[src/rtl/core/tri2d_pkg.sv]
package tri2d_pkg;

    // Fixed formats of the ports.
    localparam int unsigned COORD_W = 16;
    localparam int unsigned RANGE_W = 15;
    localparam int unsigned ID_W    = 2;
    localparam int unsigned STAT_W  = 2;
    localparam int unsigned NUM_REGS = 6;
    localparam int unsigned CFG_IDX_W = 3;

    // Intermediate widths: a,b,d,e fit 18 bits; c,f fit 35 bits.
    localparam int unsigned AB_W  = 18;
    localparam int unsigned CF_W  = 35;
    // Numerators fit 54 bits signed, denominator 36 bits signed.
    localparam int unsigned NUM_W = 54;
    localparam int unsigned DEN_W = 36;
    // Magnitudes.
    localparam int unsigned NMAG_W = NUM_W - 1;
    localparam int unsigned DMAG_W = DEN_W - 1;

    // Anchor identifiers.
    typedef enum logic [ID_W-1:0] {
        ID_A   = 2'd0,
        ID_B   = 2'd1,
        ID_C   = 2'd2,
        ID_UNK = 2'd3
    } t_sensor_id;

    // Result status codes.
    localparam logic [STAT_W-1:0] ST_OK   = 2'd0;
    localparam logic [STAT_W-1:0] ST_SAT  = 2'd1;
    localparam logic [STAT_W-1:0] ST_DEGN = 2'd2;

    // Configuration register indexes.
    localparam logic [CFG_IDX_W-1:0] REG_AX = 3'd0;
    localparam logic [CFG_IDX_W-1:0] REG_AY = 3'd1;
    localparam logic [CFG_IDX_W-1:0] REG_BX = 3'd2;
    localparam logic [CFG_IDX_W-1:0] REG_BY = 3'd3;
    localparam logic [CFG_IDX_W-1:0] REG_CX = 3'd4;
    localparam logic [CFG_IDX_W-1:0] REG_CY = 3'd5;

    // sqrt(3) in Q.24.
    localparam longint unsigned SQRT3_Q24 = 64'd29058990;

    // Queue entry: the three ranges to solve with.
    typedef struct packed {
        logic [RANGE_W-1:0] ra;
        logic [RANGE_W-1:0] rb;
        logic [RANGE_W-1:0] rc;
    } t_job;

endpackage

[src/rtl/core/tri2d_front.sv]
module tri2d_front
    import tri2d_pkg::*;
#(
    parameter int unsigned FRAC_BITS = 12
) (
    input  logic               i_clk,
    input  logic               i_rst_n,
    input  logic               i_valid,
    output logic               o_ready,
    input  logic [ID_W-1:0]    i_sensor_id,
    input  logic [RANGE_W-1:0] i_distance,
    output logic               o_job_valid,
    input  logic               i_job_ready,
    output t_job               o_job
);

    localparam logic [RANGE_W-1:0] RANGE_RST =
        RANGE_W'((64'd1 << FRAC_BITS) & 64'h7FFF);

    logic [RANGE_W-1:0] r_ra, r_rb, r_rc;
    logic               fire;

    assign o_ready = i_job_ready;
    assign fire    = i_valid && i_job_ready;

    // Store the reporting anchor's range; unknown id keeps all.
    always_ff @(posedge i_clk) begin
        if (!i_rst_n) begin
            r_ra <= RANGE_RST;
            r_rb <= RANGE_RST;
            r_rc <= RANGE_RST;
        end else if (fire) begin
            unique case (t_sensor_id'(i_sensor_id))
                ID_A:    r_ra <= i_distance;
                ID_B:    r_rb <= i_distance;
                ID_C:    r_rc <= i_distance;
                default: ;
            endcase
        end
    end

    // Forward the updated range set to the queue.
    always_comb begin
        o_job_valid = i_valid;
        o_job.ra = (t_sensor_id'(i_sensor_id) == ID_A) ? i_distance : r_ra;
        o_job.rb = (t_sensor_id'(i_sensor_id) == ID_B) ? i_distance : r_rb;
        o_job.rc = (t_sensor_id'(i_sensor_id) == ID_C) ? i_distance : r_rc;
    end

endmodule

[config.mk]
export PLATFORM = sky130hd
export DESIGN_NAME = tri2d_front
export DESIGN_NICKNAME = d
export VERILOG_FILES = /design/src/rtl/core/tri2d_pkg.sv /design/src/rtl/core/tri2d_front.sv
export SDC_FILE = /design/constraint.sdc
export NUM_CORES = 1
export LEC_CHECK = 0
export ABC_AREA = 1
export BUFFER_PORTS_ARGS = -buffer_cell sky130_fd_sc_hd__buf_2
export CORE_ASPECT_RATIO = 0.6
export CORE_MARGIN = 3
export CORE_UTILIZATION = 57
export DETAILED_ROUTE_END_ITERATION = 6
export GPL_TIMING_DRIVEN = 1
export MAX_ROUTING_LAYER = met4
export PLACE_DENSITY = 0.84
export SETUP_SLACK_MARGIN = 0.02
export SKIP_LAST_GASP = 1
export SYNTH_ARGS = -nofsm -noshare
export SYNTH_HDL_FRONTEND = slang
export SYNTH_SLANG_ARGS = --single-unit
[constraint.sdc]
create_clock -name i_clk -period 1.8 [get_ports i_clk]
set_input_delay 0 -clock i_clk [delete_from_list [all_inputs] [get_ports i_clk]]
set_output_delay 0 -clock i_clk [all_outputs]
set_load 0.05 [all_outputs]
; Word level (Yosys, flattened, before mapping)
; Index checks and enable logic that the tools add are counted.
[word_totals]
elab_cells = 10
register_bits = 45
in_bits = 21
output_inout_bits = 47
[op_classes]
n_reduce_logical = 2
mux = 3
eq_ne = 2
[ops]
columns = cell, n
row1 = 15-bit 2-to-1 mux, 3
row2 = 2-bit by 1-bit equality test with 1-bit output (second input constant), 1
row3 = 2-bit equality test (second input constant), 1
row4 = 2-bit logical NOT, 1
row5 = 1-bit logical AND, 1

; Depth between registers and ports, before layout
[depth]
depth_word = 2
depth_mapped = 8
depth_no_buf = 6

; Worst setup path after synthesis
; No wires, ideal clock.
[synth_path]
path_type = input port to output port
startpoint = input i_sensor_id[0]
endpoint = output o_job[42] in the netlist's numbering
path_slack_ns = 0.870
path_stages = 6
required_time_ns = 1.800
arrival_ns = 0.930
path_cell_list = buf_6 > inv_4 > nand2_4 > buf_12 > nand2_1 > and2_1
[synth_rtl]
columns = element, line
row1 = "start, declared", tri2d_front.sv:10  ; input logic [ID_W-1:0] i_sensor_id,
row2 = "end, declared", tri2d_front.sv:14  ; output t_job o_job

==> results.md <==
* DR iter-0 viols at 293
* XOR/XNOR share of the synthesized area at 0
* Leakage power total at 1.85 nW
* Number of I/O pins at 68
* Vertical die dimension at 59.0 um
* Hold Vio Cnt, Final at 0
* Total GRT Usage at 0.266
* Estimated wirelength of the detail-placed design at 4.94 mm
* Fraction of the mapped netlist area in adder cells at 0
* Sinks on the clock net at 45
* Number of antenna violations at the first check in global routing at 0
* Post-CTS Resized at 0
* Number of detailed-routing iterations run before antenna repair at 5
* Starting density of the core at 0.620
* Maximum buffer depth of the clock tree at 2
* CTS tree: built
* Area after DPL at 0.00295 mm^2
* Run status: finished clean
* Area overhead of the layout relative to synthesis at 15.0%
* Minimum setup slack after placement at 0.541 ns
* Critical setup path kind: in -> out
* TritonCTS Buffers at 5
* Level count of the clock H-tree at 2
* Clock-pin slew on the worst setup and hold paths at 0.08 ns
* Worst Path Required at 1.80 ns
* Setup violation total in the final timing report at 0
* Power density over cell area at 880 mW/mm^2
* Cell chosen for the clock root: sky130_fd_sc_hd__clkbuf_8
* Die outline width at 94.3 um
* Syn Inst Count at 436
* Detail-routed via count per cell at 5.14
* Final design area excluding fillers at 0.00307 mm^2
* Post-synth EDFFs at 0
* Worst max-slew margin expressed relative to the limit at 0.671
* Sequential element share of the synthesized area at 0.338
* WP data arrival at 1.28 ns
* Via count of the first global-routing pass at 2430
* MaxCap Viol Count at 0
* Yosys reg bits at 45
* Final setup margin at 0.520 ns
* Post-detailed-route count of antenna-violating nets at 0
* Actual transition at the worst max-transition pin at 0.493 ns
* Skew-Pair Late Insertion Delay at 0.29 ns
* Simple-gate share of the synthesized area at 0.386
* Compound-cell area share of the yosys netlist at 0.0844
* Share of flip-flops with an asynchronous set or reset at 0
* Fillcell total at 401
* Net count reported at finish at 510
* Share of layout cells above drive strength 1 at 0.194
* Overall routed net length at 6.97 mm
* Post-layout utilization of the core at 0.713
* Combinational family with the most area after synthesis: simple AND/OR/NAND/NOR gates
* Accumulated negative setup slack at 0 ns
* Maximum number of pins on one net before global-route repair at 46
* Nature of the critical path startpoint: primary input
* Critical path fanouts, max at 18
* Global-route wire length before repair at 11.3 mm
* Post-Route Hold Slack at 0.0755 ns
* Tcrit/Tclk final at 0.711
* Die area at 0.00556 mm^2
* DRC violations left at 0
* Quantity of I/O buffers inserted on ports at 67
* Cell count of the worst reg-to-reg path at 4
* Worst vdd rail ir drop at 0.571 mV
* Mapped cell area at 0.00267 mm^2
* Class of the tightest hold or removal check: in -> reg
* Number of rows in the core area at 18
* Slew Limit Fails at 0
* Number of diodes at 0
* Synth unique cells at 17
* Synth Flop Type: sky130_fd_sc_hd__dfxtp_1
* Total via count in the routed design at 2829
* Mean cell area of the mapped netlist at 6.12 um^2
* Routed wire per std cell at 12.7 um
* Top achievable clock speed at 0.781 GHz
* Placer's final routability congestion estimate at 0.896
* Worst Setup End Kind: output pin
* Number of cells on the worst hold path at 5
* Post-CTS Setup Repair Bufs at 0
* Grt ovf at 0
* Net count after synthesis at 457
* Yosys warning total at 0
* Hold buffer count at CTS at 0
* Share of cell area taken by muxes after synthesis at 0
* Core region area at 0.00430 mm^2
* Worst clock skew on the final layout at 0 ns
* Setup repair after global routing missed its margin: no
* Post-route minimum period at 1.28 ns
layer usage:
metal,global-route usage,up-vias,part of all wire
met1,0.373,1260,0.46
met4,0.0556,0,0.0076
met2,0.399,126,0.44
met3,0.0533,7,0.090
met5,-,-,0
li1,-,1436,-
kinds of logic after synthesis:
family                 after synthesis
AO/OA/AOI/OAI                       45
flip-flops                          45
AND/OR/NAND/NOR                    230
buffers and inverters              116
Yosys cell counts, types with 3 or more instances:
cell type,number,area share
sky130_fd_sc_hd__buf_6,4,0.017
sky130_fd_sc_hd__buf_2,6,0.011
sky130_fd_sc_hd__nand2_4,3,0.013
sky130_fd_sc_hd__clkbuf_1,6,0.0084
sky130_fd_sc_hd__buf_4,5,0.014
sky130_fd_sc_hd__nand2_1,138,0.19
sky130_fd_sc_hd__nand3_1,75,0.14
sky130_fd_sc_hd__and2_1,3,0.0070
sky130_fd_sc_hd__inv_1,88,0.12
sky130_fd_sc_hd__a21oi_1,45,0.084
sky130_fd_sc_hd__dfxtp_1,45,0.34
sky130_fd_sc_hd__nand2_2,10,0.023
cell type report:
class,count,area [um^2],area share
well taps,60,75.1,0.0245
repair buffers,70,370,0.121
clock buffers,7,86.3,0.0282
clock inverters,1,30.0,0.00979
inverters,92,350,0.114
multi-input cells,275,1250,0.409
flip-flops and latches,45,901,0.294
power breakdown:
| group | switching [mW] | internal [mW] |
|---|---|---|
| Combinational | 0.616 | 0.200 |
| Clock | 0.334 | 0.453 |
| Sequential | 0.0343 | 1.06 |
state kept, by name, indices dropped and copies added (netlist names):
name,count
r_rc,15
r_rb,15
r_ra,15
final timing paths:
path / from / to / slack [ns]
worst max-delay path: i_sensor_id[1] / o_job[36] / 0.52
worst min-delay path: i_distance[6] / r_ra[6] / 0.08
worst max register to register: r_ra[7] / r_ra[7] / 1.08
worst min register to register: r_rb[12] / r_rb[12] / 0.48
worst max-delay path, stage by stage:
cell	delay, ns
sky130_fd_sc_hd__buf_2	0.39
sky130_fd_sc_hd__inv_4	0.18
sky130_fd_sc_hd__nand2_4	0.24
sky130_fd_sc_hd__nand2_1	0.11
sky130_fd_sc_hd__nand2_1	0.08
sky130_fd_sc_hd__buf_2	0.26
layout by cell type, fill, tap and decap left out:
cell type / count
sky130_fd_sc_hd__nand2_1: 138
sky130_fd_sc_hd__buf_4: 2
sky130_fd_sc_hd__clkbuf_1: 1
sky130_fd_sc_hd__inv_4: 2
sky130_fd_sc_hd__nand2_2: 10
sky130_fd_sc_hd__and2_1: 3
sky130_fd_sc_hd__buf_2: 67
sky130_fd_sc_hd__bufinv_16: 1
sky130_fd_sc_hd__dfxtp_1: 45
sky130_fd_sc_hd__inv_2: 2
sky130_fd_sc_hd__nand3_1: 75
sky130_fd_sc_hd__nand2_4: 3
sky130_fd_sc_hd__a21oi_1: 45
sky130_fd_sc_hd__clkbuf_8: 6
sky130_fd_sc_hd__buf_12: 1
sky130_fd_sc_hd__inv_1: 88
sky130_fd_sc_hd__nor2_8: 1
stage by stage:
| stage | std cells | total power [mW] |
|---|---|---|
| global route | 550 | 2.82 |
| CTS | 550 | 2.70 |
| finish | 550 | 2.70 |
| floorplan | 436 | 1.76 |
| global placement | 542 | 1.91 |
| detailed placement | 542 | 1.93 |
Power figures use the tool's default switching activity.
