**src/rtl/core/tri2d_pkg.sv**
```systemverilog
package tri2d_pkg;

    // Fixed formats of the ports.
    localparam int unsigned COORD_W = 16;
    localparam int unsigned RANGE_W = 15;
    localparam int unsigned ID_W    = 2;
    localparam int unsigned STAT_W  = 2;
    localparam int unsigned NUM_REGS = 6;
    localparam int unsigned CFG_IDX_W = 3;

    // Intermediate widths: a,b,d,e fit 18 bits; c,f fit 35 bits.
    localparam int unsigned AB_W  = 18;
    localparam int unsigned CF_W  = 35;
    // Numerators fit 54 bits signed, denominator 36 bits signed.
    localparam int unsigned NUM_W = 54;
    localparam int unsigned DEN_W = 36;
    // Magnitudes.
    localparam int unsigned NMAG_W = NUM_W - 1;
    localparam int unsigned DMAG_W = DEN_W - 1;

    // Anchor identifiers.
    typedef enum logic [ID_W-1:0] {
        ID_A   = 2'd0,
        ID_B   = 2'd1,
        ID_C   = 2'd2,
        ID_UNK = 2'd3
    } t_sensor_id;

    // Result status codes.
    localparam logic [STAT_W-1:0] ST_OK   = 2'd0;
    localparam logic [STAT_W-1:0] ST_SAT  = 2'd1;
    localparam logic [STAT_W-1:0] ST_DEGN = 2'd2;

    // Configuration register indexes.
    localparam logic [CFG_IDX_W-1:0] REG_AX = 3'd0;
    localparam logic [CFG_IDX_W-1:0] REG_AY = 3'd1;
    localparam logic [CFG_IDX_W-1:0] REG_BX = 3'd2;
    localparam logic [CFG_IDX_W-1:0] REG_BY = 3'd3;
    localparam logic [CFG_IDX_W-1:0] REG_CX = 3'd4;
    localparam logic [CFG_IDX_W-1:0] REG_CY = 3'd5;

    // sqrt(3) in Q.24.
    localparam longint unsigned SQRT3_Q24 = 64'd29058990;

    // Queue entry: the three ranges to solve with.
    typedef struct packed {
        logic [RANGE_W-1:0] ra;
        logic [RANGE_W-1:0] rb;
        logic [RANGE_W-1:0] rc;
    } t_job;

endpackage

```
**src/rtl/core/tri2d_queue.sv**
```systemverilog
module tri2d_queue
    import tri2d_pkg::*;
(
    input  logic i_clk,
    input  logic i_rst_n,
    input  logic i_valid,
    output logic o_ready,
    input  t_job i_job,
    output logic o_valid,
    input  logic i_ready,
    output t_job o_job
);

    // Two-entry queue in flip-flops.
    t_job       r_mem [2];
    logic       r_wp, r_rp;
    logic [1:0] r_cnt;
    logic       push, pop;

    assign o_ready = (r_cnt != 2'd2);
    assign o_valid = (r_cnt != 2'd0);
    assign o_job   = r_mem[r_rp];
    assign push    = i_valid && o_ready;
    assign pop     = o_valid && i_ready;

    always_ff @(posedge i_clk) begin
        if (push) begin
            r_mem[r_wp] <= i_job;
        end
    end

    always_ff @(posedge i_clk) begin
        if (!i_rst_n) begin
            r_wp  <= 1'b0;
            r_rp  <= 1'b0;
            r_cnt <= 2'd0;
        end else begin
            if (push) begin
                r_wp <= ~r_wp;
            end
            if (pop) begin
                r_rp <= ~r_rp;
            end
            r_cnt <= r_cnt + {1'b0, push} - {1'b0, pop};
        end
    end

`ifndef SYNTHESIS
    a_no_overflow: assert property (@(posedge i_clk) disable iff (!i_rst_n)
        r_cnt == 2'd2 |-> !o_ready)
        else $error("queue accepts while full");
    a_cnt_range: assert property (@(posedge i_clk) disable iff (!i_rst_n)
        r_cnt != 2'd3)
        else $error("queue count out of range");
    a_pop_empty: assert property (@(posedge i_clk) disable iff (!i_rst_n)
        r_cnt == 2'd0 |-> !pop)
        else $error("queue pops while empty");
`endif

endmodule

```
**config.mk**
```make
export PLATFORM = sky130hd
export DESIGN_NAME = tri2d_queue
export DESIGN_NICKNAME = d
export VERILOG_FILES = /design/src/rtl/core/tri2d_pkg.sv /design/src/rtl/core/tri2d_queue.sv
export SDC_FILE = /design/constraint.sdc
export NUM_CORES = 1
export LEC_CHECK = 0
export ABC_AREA = 1
export BUFFER_PORTS_ARGS = -buffer_cell sky130_fd_sc_hd__buf_2
export CAP_MARGIN = 20
export CORE_MARGIN = 5
export CORE_UTILIZATION = 35
export DETAILED_ROUTE_END_ITERATION = 8
export HOLD_SLACK_MARGIN = 0.06
export SYNTH_ARGS = -nofsm -noshare
export SYNTH_HDL_FRONTEND = slang
export SYNTH_SLANG_ARGS = --single-unit
```
**constraint.sdc**
```tcl
create_clock -name i_clk -period 3.3 [get_ports i_clk]
set_input_delay 0.33 -clock i_clk [delete_from_list [all_inputs] [get_ports i_clk]]
set_output_delay 0.33 -clock i_clk [all_outputs]
set_load 0.1 [all_outputs]
```
* Yosys cells after proc, flatten, opt, wreduce, memory -nomap -nowiden
Memories as Yosys holds them, arrays and structs flattened. A register that Yosys moved wholly into a read port is not among the register bits.
Index checks and enable logic that the tools add are counted.
** Word-level totals
- Word-level logic and storage cells :: 16
- Flip-flop bits (word level) :: 4
- Output and inout port bits :: 47
- RAM bits :: 90
- Memories kept :: 1
- Bits of input ports :: 49
** Cells by class
- Equality and inequality tests :: 1
- Bitwise logic cells :: 2
- Reduce and logical (&&, ||, !) cells :: 3
- Add/sub/neg operators :: 2
- Muxes and demuxes :: 4
** Memories
- r_mem :: depth 2, bits a word 45, rd ports 1, clocked after Yosys merged registers in 1, write ports 1, line tri2d_queue.sv:15 : t_job r_mem [2];
** Operators by type and width (number)
- $mux 1 :: 4
- $add 2x1->2 :: 1
- $logic_and 1x1->1 :: 2
- $ne 2x2->1 const B :: 1
- $not 1->1 :: 2
- $reduce_bool 2->1 :: 1
- $sub 2x1->2 :: 1

* Longest topological paths before layout
Gate-level depths: netlist of the first run.
- Word-level depth :: 4
- Mapped depth :: 11
- Gate-level depth less buffers :: 11

* Worst setup path after synthesis of the first run
No wires, ideal clock.
- Path type :: register to register
- Start :: register r_cnt[0]
- End :: memory r_mem[0][0] in the netlist's numbering, enable pin
- Path slack :: -0.325 ns
- Arrival :: 3.177 ns
- Period minus slack after synthesis :: 3.625 ns
- Buffers on the path :: 0
- Stages on the path, launching flop included :: 5
- Library setup time :: 0.448 ns
- Data required time :: 2.852 ns
- Cells stage by stage :: dfxtp_1 -> inv_1 -> nand2_1 -> nand2_1 -> nor2_1
** On the way
- Longest elaborated chain between the ends :: 4
** RTL lines
- from (decl) :: line tri2d_queue.sv:17 : logic [1:0] r_cnt;
- from (signal assigned) :: line tri2d_queue.sv:44 : r_cnt <= r_cnt + {1'b0, push} - {1'b0, pop};
- $ne 2x2->1 :: line tri2d_queue.sv:20 : assign o_ready = (r_cnt != 2'd2);
- net o_ready :: line tri2d_queue.sv:7 : output logic o_ready,
- $logic_and 1x1->1 :: line tri2d_queue.sv:23 : assign push = i_valid && o_ready;
- $mux 1 :: line tri2d_queue.sv:27 : if (push) begin
- $mux 1 (not written as such) :: line tri2d_queue.sv:28 : r_mem[r_wp] <= i_job;
- to (decl) :: line tri2d_queue.sv:15
The timed path passes the listed nets, and every way through them passes these cells.

==> reports/qor.yml, run 1 <==
drt_iter0_markers: 49
synth_cells: 176
cts_root_buf: "clkbuf_8"
globalplace.congestion: 0.718
yosysMostFrequentCell: "edfxtp_1"
critPathCaptureType: "output port"
htreeDepth: 3
antenna_found_initial: 0
netlist.top_cell.by_area: "edfxtp_1"
cts_buffer_depth: 2
synth_edf_count: 90
critPathMaxStageDelay_ns: 0.62
diodes: 0
synthArstFlopShare_pct: 0
io_buffers: 95
remaining_drc_errors: 0
path_clk_slew_ns: 0.09
via_per_inst: 4.37
worst-setup-path-type: "flip-flop to output port"
worst_pin_slew_ns: 1.02
grt_max_degree: 46
finalHoldViolations: 0
start_util_pct: 35.8
hold_class: "input port to flip-flop"
crit_path_max_fanout: 45
worstPathArrival_ns: 2.10
use_met3_pct: 4.81
slew_viol_final: 0
relSlewSlack_pct: 32.0
fin_nets: 330
cp-start-kind: "flip-flop"
synth.distinct_cells: 12
wl_mm: 5.96
max_cap_viol_count: 0
ys_seq_elements: 95
post_cts_buffers: 0
fin_setup_tns_ns: 0
rows: 37
io_pins: 96
period_minus_slack_ns: 2.43
cp.required_ns: 2.97
overflow: 0
setup_violations: 0
busiest_layer: "met2"
grt.met2_usage_pct: 17.1
crit_buf_inv: 2
cts.hold.buffers_added: 0
wl_per_cell_microns: 14.2
grt_usage_pct: 9.84
drt-pass1-iter-count: 4
vias: 1834
rsz0062_at_grt: "false"
core_sq_um: 10300
grt_pass1_vias: 1987
rrSetupSlack_ns: 1.50
fmax_mhz: 412
tritoncts: "yes"
dp_hpwl_mm: 3.82
chipWidth_microns: 113
status: "finished, final reports clean"
grt_pass1_wl_mm: 9.54
gr-usage-met1_pct: 10.6
synth_common_cells: "90 x edfxtp_1, 40 x mux2_4, 9 x nand2_1, 8 x nor2_1, 7 x inv_1"
area_growth_pct: 20.4
synthesis.area_sq_um: 3690
die_area_sq_um: 12700
cts_made_buffers: 9
ant_nets: 0
synth_flop_cell: "edfxtp_1"
post-route-period-util_pct: 73.6
drive_gt1_share_pct: 56.0
syn_area_per_cell_sq_um: 21.0
cp_slowest_cell: "buf_4"
clock_sinks: 95
path_cells: "buf_4 -> mux2_2 -> buf_2"
crit_family: "buffers and inverters"
synth_area_leaders: "edfxtp_1 73%, mux2_4 16%, dfxtp_1 2.7%, buf_12 2.2%, mux2_2 1.5%"
clkLatencyLatePin_ns: 0.34
seq_area_frac_synth_pct: 75.9
ctsResizeCount: 0
synth_nets: 227
yosysTopAreaCellShare_pct: 73.2
yosysWarnings: 0
die_h_microns: 113
fin_skew_ns: 0.00599
-- path summary, 6_finish.rpt --
kind                       end  startpoint  cells after the start
hold reg to reg           r_rp        r_rp                      2
setup reg to reg   r_mem[1][1]    r_cnt[0]                      4
setup / recovery     o_job[44]   flip-flop                      3
hold / removal    r_mem[1][28]   i_job[28]                      1
-- worst register-to-register path, cell delays in order (launching register included) --
cell	delay, ns
dfxtp_1	0.36
inv_1	0.06
nand2_1	0.11
nand3_1	0.12
inv_2	0.75
-- sequential cells by signal (all words and copies together), names as in the netlist, named ones only --
| register | flops |
|---|---|
| r_rp | 1 |
| r_cnt | 2 |
| r_mem | 90 |
| r_wp | 1 |
-- cell type report --
class                           count  area (sq um)
Clock buffer                       12           145
Clock inverter                      4          31.3
Fill cell                         932          5880
Timing Repair Buffer               97           490
Sequential cell                    95          2800
Multi-Input combinational cell     69           778
Tap cell                          136           170
Inverter                            7          26.3
-- layer usage --
| metal | up-vias | routed length, microns |
|---|---|---|
| li1 | 868 | - |
| met1 | 901 | 2380 |
| met2 | 59 | 3050 |
| met3 | 6 | 467 |
| met4 | 0 | 63 |
| met5 | - | 0 |
-- kinds of logic (layout without fill, tap and decap cells) --
family | count (synthesis) | count (layout) | share of synthesized area, %
mux | 45 | 45 | 17.8
compound gates | 2 | 2 | 0.271
flops | 95 | 95 | 75.9
fa+ha+maj | 2 | 2 | 0.678
buf+inv | 12 | 120 | 3.19
simple gates | 20 | 20 | 2.14
-- cells in the final DEF, fill, tap and decap left out --
cell type / n
buf_2: 95
mux2_4: 40
dfxtp_1: 4
nand2_1: 9
clkinvlp_4: 3
nor2_1: 7
inv_1: 6
inv_2: 1
mux2_2: 5
a21oi_1: 2
edfxtp_1: 90
ha_1: 2
buf_4: 2
nor2_4: 1
clkbuf_1: 2
clkbuf_8: 10
dfxtp_2: 1
nand3_1: 3
clkinv_4: 1
-- per-stage QoR --
stage          utilization, %  area [sq um]  setup WS, ns  hold slack (ns)  instances
2_1_floorplan               -          3690         0.399            0.423        176
3_3_place_gp             41.4          4270          1.22            0.490        404
3_5_place_dp             41.4          4270          1.24            0.504        404
4_1_cts                  43.1          4450         0.834            0.143        420
5_1_grt                  43.1          4450         0.788            0.125        420
6_report                 43.1          4450         0.872            0.173        420
Power of run 1 is not shown: default switching activity piles up to over one toggle a cycle in this logic, so the estimate is an artifact.
==> inputs of run 2 (changes only) <==
==> constraint.sdc (replaced) <==
create_clock -name i_clk -period 2.3 [get_ports i_clk]
set_input_delay 0.23 -clock i_clk [delete_from_list [all_inputs] [get_ports i_clk]]
set_output_delay 0.23 -clock i_clk [all_outputs]
set_load 0.1 [all_outputs]
==> run 2 against run 1 <==
Compared with the run above: non-clock buffer count grew 45; largest cell class unchanged; via count rose by 6.2%; critical path depth unchanged; hold slack got worse by 0.088 ns; routed wire length increased by 11%; design area grew 12%; sequential share of layout area decreased by 6.6 points.
==> reports/qor.yml, run 2 (same netlist as run 1, synthesis figures left out) <==
max_cap_viol_count: 0  # unchanged
layout_commonest_cell: "buf_2"
fmax_mhz: 501
ant_nets: 0  # unchanged
status: "finished, final reports clean"
relSlewSlack_pct: 67.2  # +35 points
grt_pass1_vias: 2091  # +5.2%
chipWidth_microns: 113  # unchanged
globalplace.congestion: 0.693  # -3.4%
overflow: 0  # unchanged
htreeDepth: 3  # unchanged
drt_iter0_markers: 80  # +63%
die_area_sq_um: 12700  # unchanged
largest_register_ffs: 90  # unchanged
cts_root_buf: "clkbuf_8"
p_int_w: 0.00350
start_util_pct: 35.8  # unchanged
cp-start-kind: "flip-flop"
peakVddDrop_v: 0.000683
fin_skew_ns: 0.00871  # +0.00271 ns
rows: 37  # unchanged
cts_buffer_depth: 2  # unchanged
hold_ws_ns: 0.0857  # -0.0876 ns
power_density_nw_per_um2: 1320
finalHoldViolations: 0  # unchanged
swShare_pct: 46.5
antenna_found_initial: 0  # unchanged
r2r_start: "r_cnt[0]"
io_buffers: 95  # unchanged
crit_path_max_fanout: 21  # -53%
rsz0062_at_grt: "false"
ctsResizeCount: 0  # unchanged
post_cts_buffers: 0  # unchanged
area_growth_pct: 34.5
drive_gt1_share_pct: 49.8  # -6.1 points
setup_violations: 0  # unchanged
leakage_nw: 1.97
path_cells: "buf_4 -> mux2_2 -> buf_2"
remaining_drc_errors: 0  # unchanged
reg_top3: "r_mem (90), r_cnt (2)"
post-route-period-util_pct: 86.8
final_core_util_pct: 48.1  # +5.0 points
regMostFlops: "r_mem"
clkLatencyLatePin_ns: 0.35  # about the same
vias: 1948  # +6.2%
io_pins: 96  # unchanged
comb_power_share_pct: 47.3
grt_pass1_wl_mm: 10.2  # +6.9%
fin_setup_tns_ns: 0  # unchanged
cts.hold.buffers_added: 42  # +42
worst_pin_slew_ns: 0.495  # -0.524 ns
die_h_microns: 113  # unchanged
worst-setup-path-type: "flip-flop to output port"
core_sq_um: 10300  # unchanged
pwr-share-seq_pct: 34.6
min_from: "i_job[5]"
critPathMaxStageDelay_ns: 0.41  # -0.21 ns
p_sw_w: 0.00304
fin_nets: 375  # +14%
clock_sinks: 95  # unchanged
wl_mm: 6.60  # +11%
fin_cells: 465  # +11%
dp_hpwl_mm: 4.16  # +8.7%
slew_viol_final: 0  # unchanged
grt_max_degree: 46  # unchanged
drt-pass1-iter-count: 4  # unchanged
cts_made_buffers: 9  # unchanged
diodes: 0  # unchanged
dpl.cell_count: 406  # +0.50%
layout_common_cells: "95 x buf_2, 90 x edfxtp_1, 43 x dlygate4sd3_1"
via_per_inst: 4.19  # -4.1%
grt_usage_pct: 10.5  # +0.64 points
tritoncts: "yes"
path_clk_slew_ns: 0.09  # about the same
wl_per_cell_microns: 14.2  # about the same
cp.required_ns: 2.07  # -0.90 ns
total_power_w: 0.00653
cp_slowest_cell: "mux2_2"
worstPathArrival_ns: 1.77  # -0.33 ns
period_minus_slack_ns: 2.00
critPathCaptureType: "output port"
hold_class: "input port to flip-flop"
clockPowerShare_pct: 18.2
## run 2: cell count changes in the layout (fill, tap and decap cells not counted), sizes merged
cell,before,now
buf,97,99
clkbuf,12,9
dlygate4sd3,0,43
bufinv,0,2
clkinvlp,3,2
clkinv,1,2
inv,7,8
## run 2: final timing paths
| kind | endpoint | slack (ns) | depth (start not counted) |
|---|---|---|---|
| worst min register to register | r_rp | 0.54 | 2 |
| worst max register to register | r_cnt[1] | 0.74 | 10 |
| worst max-delay path | o_job[2] | 0.30 | 3 |
| worst min-delay path | r_mem[0][5] | 0.09 | 1 |
## run 2: worst max-delay path: cells and delay by family (launching register included)
| family | cells | cell delay [ns] |
|---|---|---|
| mux | 1 | 0.41 |
| flops | 1 | 0.33 |
| buf+inv | 2 | 0.65 |
## run 2: layout make-up
cell class / count / area, sq um
clock buffer: 9 / 124
clock inverter: 7 / 95.1
inverter: 7 / 30.0
multi-input combinational: 69 / 781
timing repair buffer: 142 / 961
fill: 870 / 5360
tap: 136 / 170
sequential: 95 / 2800
## run 2: metrics by stage
step | cell area [sq um] | worst slack, ns
floorplan | 3700 | 0.156
global placement | 4320 | 0.685
detailed placement | 4320 | 0.686
CTS | 4950 | 0.275
global route | 4960 | 0.223
finish | 4960 | 0.305
## run 2: metal layers
metal / up-vias / GRT usage [%] / share of wire [%]
li1: 962 / - / -
met1: 917 / 12.3 / 44
met2: 60 / 17.5 / 48
met3: 9 / 2.41 / 6.3
met4: 0 / 6.25 / 2.1
met5: - / 0 / 0
## run 2: power groups by stage
stage	registers [W]	clock network, W	logic, W
2_1_floorplan	0.00228	0	0.00273
3_3_place_gp	0.00229	0	0.00305
3_5_place_dp	0.00230	0	0.00306
4_1_cts	0.00226	0.00123	0.00312
5_1_grt	0.00229	0.00130	0.00321
6_report	0.00226	0.00119	0.00309
Note: power is estimated with default switching activity, not from simulation.
==> inputs of run 3 (changes only) <==
--- a/config.mk
+++ b/config.mk
@@ -12,6 +12,7 @@
 export CORE_UTILIZATION = 35
 export DETAILED_ROUTE_END_ITERATION = 8
 export HOLD_SLACK_MARGIN = 0.06
+export PLACE_DENSITY = 0.61
 export SYNTH_ARGS = -nofsm -noshare
 export SYNTH_HDL_FRONTEND = slang
 export SYNTH_SLANG_ARGS = --single-unit
==> run 3 against run 2 <==
Compared with the run above: die area stayed put; combinational power is 1% lower; non-clock buffer count stayed put; clock skew is 0.0020 ns higher; critical path depth stayed put; register-to-register slack better by 0.02 ns; sequential cell count stayed put; routed wire length is 0.59% lower; utilization is 0.34 points higher; largest power group unchanged; highest routed layer unchanged.
==> reports/qor.yml, run 3 (same netlist as run 1, synthesis figures left out) <==
leakage_nw: 1.98  # +0.50%
rsz0062_at_grt: "false"
grt_pass1_wl_mm: 10.3  # +0.75%
wl_met1_mm: 2.75  # -4.8%
tritoncts: "yes"
ant_nets: 0  # unchanged
globalplace.congestion: 0.705  # +1.6%
io_pins: 96  # unchanged
fin_skew_ns: 0.0107  # +0.00200 ns
drive_gt1_share_pct: 49.7  # -0.15 points
finalHoldViolations: 0  # unchanged
vias: 1957  # +0.46%
worst-setup-path-type: "flip-flop to output port"
critPathCaptureType: "output port"
wl_mm: 6.56  # -0.59%
cts_made_buffers: 9  # unchanged
die_area_sq_um: 12700  # unchanged
start_util_pct: 35.8  # unchanged
setup_violations: 0  # unchanged
route.met2.wl_mm: 3.32  # +5.1%
path_clk_slew_ns: 0.09  # about the same
diodes: 0  # unchanged
area_growth_pct: 35.5
peakVddDrop_v: 0.00110  # +62%
rows: 37  # unchanged
power_density_nw_per_um2: 1330  # +0.99%
cp.required_ns: 2.07  # about the same
status: "finished, final reports clean"
grt_max_degree: 46  # unchanged
hold_class: "input port to flip-flop"
drt_iter0_markers: 76  # -5.0%
io_buffers: 95  # unchanged
layout_common_cells: "95 x buf_2, 90 x edfxtp_1, 43 x dlygate4sd3_1"
fin_setup_tns_ns: 0  # unchanged
cts_buffer_depth: 2  # unchanged
clkLatencyLatePin_ns: 0.34  # about the same
overflow: 0  # unchanged
nFillCells: 870  # unchanged
fmax_mhz: 491  # -2.0%
max_cap_viol_count: 0  # unchanged
path_cells: "buf_12 -> mux2_2 -> buf_2"
worstPathArrival_ns: 1.81  # +0.04 ns
crit_buf_inv: 2  # unchanged
grt_usage_pct: 10.5  # +0.017 points
fin_nets: 375  # unchanged
wl_per_cell_microns: 14.1  # -0.38%
post-route-period-util_pct: 88.5  # +1.8 points
crit_family: "flip-flops"
clock_sinks: 95  # unchanged
layout_commonest_cell: "buf_2"
regMostFlops: "r_mem"
die_h_microns: 113  # unchanged
cts_root_buf: "clkbuf_8"
crit_path_max_fanout: 21  # unchanged
cp-start-kind: "flip-flop"
cp_slowest_cell: "dfxtp_4"
reg_top3: "r_mem (90), r_cnt (2)"
critPathMaxStageDelay_ns: 0.54  # +0.13 ns
ctsResizeCount: 0  # unchanged
via_per_inst: 4.22  # +0.68%
htreeDepth: 3  # unchanged
slew_viol_final: 0  # unchanged
chipWidth_microns: 113  # unchanged
core_sq_um: 10300  # unchanged
hold_ws_ns: 0.0819  # -0.00382 ns
largest_register_ffs: 90  # unchanged
met3WireLength_microns: 432  # +4.6%
remaining_drc_errors: 0  # unchanged
grt_pass1_vias: 2128  # +1.8%
topRoutingLayerUsed: "met4"
worst_pin_slew_ns: 0.506  # +0.0106 ns
antenna_found_initial: 0  # unchanged
relSlewSlack_pct: 66.5  # -0.70 points
period_minus_slack_ns: 2.04  # +0.0404 ns
drt-pass1-iter-count: 4  # unchanged
dp_hpwl_mm: 4.23  # +1.8%
-- run 3: changes by cell type in the layout (fill, tap and decap cells not counted) --
cell       previous run  this run
dfxtp_4               0         1
dfxtp_2               1         0
clkinv_2              2         0
bufinv_16             2         3
buf_4                 2         1
buf_12                2         3
-- run 3: per-layer routing --
layer | global-route usage [%] | up-vias
met5 | 0 | -
met1 | 12.0 | 936
li1 | - | 959
met4 | 4.33 | 0
met3 | 3.05 | 5
met2 | 18.3 | 57
-- run 3: worst register-to-register path: stages (launching register included) --
cell and delay [ns]:
dfxtp_1 0.38, inv_1 0.08, nand2_2 0.08, nand2_1 0.11, ha_1 0.29, inv_1 0.04, ha_1 0.18, inv_1 0.06
nand2_1 0.06, a21oi_1 0.12, nor2_1 0.06
-- run 3: per-stage QoR --
step	cells	utilization [%]	total power (W)	instance area (sq um)	setup WS [ns]
2_1_floorplan	176	-	0.00501	3700	0.156
3_3_place_gp	406	41.9	0.00534	4330	0.623
3_5_place_dp	406	41.9	0.00537	4330	0.614
4_1_cts	464	48.4	0.00673	5000	0.210
5_1_grt	464	48.4	0.00691	5000	0.165
6_report	464	48.4	0.00664	5000	0.264
-- run 3: what timing repair did --
| action | in CTS | in global routing |
|---|---|---|
| setup buffers | 0 | 0 |
| hold endpoints to repair | 83 | 0 |
| hold buffers | 43 | 0 |
-- run 3: path summary, 6_finish.rpt --
| check | start | endpoint | slack, ns | cells after the start |
|---|---|---|---|---|
| max reg2reg | r_cnt[0] | r_cnt[1] | 0.76 | 10 |
| max | flip-flop | o_job[0] | 0.26 | 3 |
| min | i_job[7] | r_mem[1][7] | 0.08 | 1 |
| min reg2reg | r_rp | r_rp | 0.52 | 2 |
-- run 3: area by class of cell --
type / count / area (sq um) / share of cell area (%)
clock buffer: 9 / 124 / 2.48
clock inverter: 6 / 115 / 2.30
inverter: 7 / 30.0 / 0.601
multi-input combinational: 69 / 781 / 15.6
sequential: 95 / 2810 / 56.1
tap: 136 / 170 / 3.40
timing repair buffer: 142 / 973 / 19.5
-- run 3: report_power, final --
part           switching (W)  total, W  leakage [nW]  internal, W
sequential          0.000115   0.00230         0.882      0.00219
clock               0.000561   0.00129         0.116     0.000724
combinational        0.00235   0.00305         0.981     0.000705
total                0.00303   0.00664          1.98      0.00362
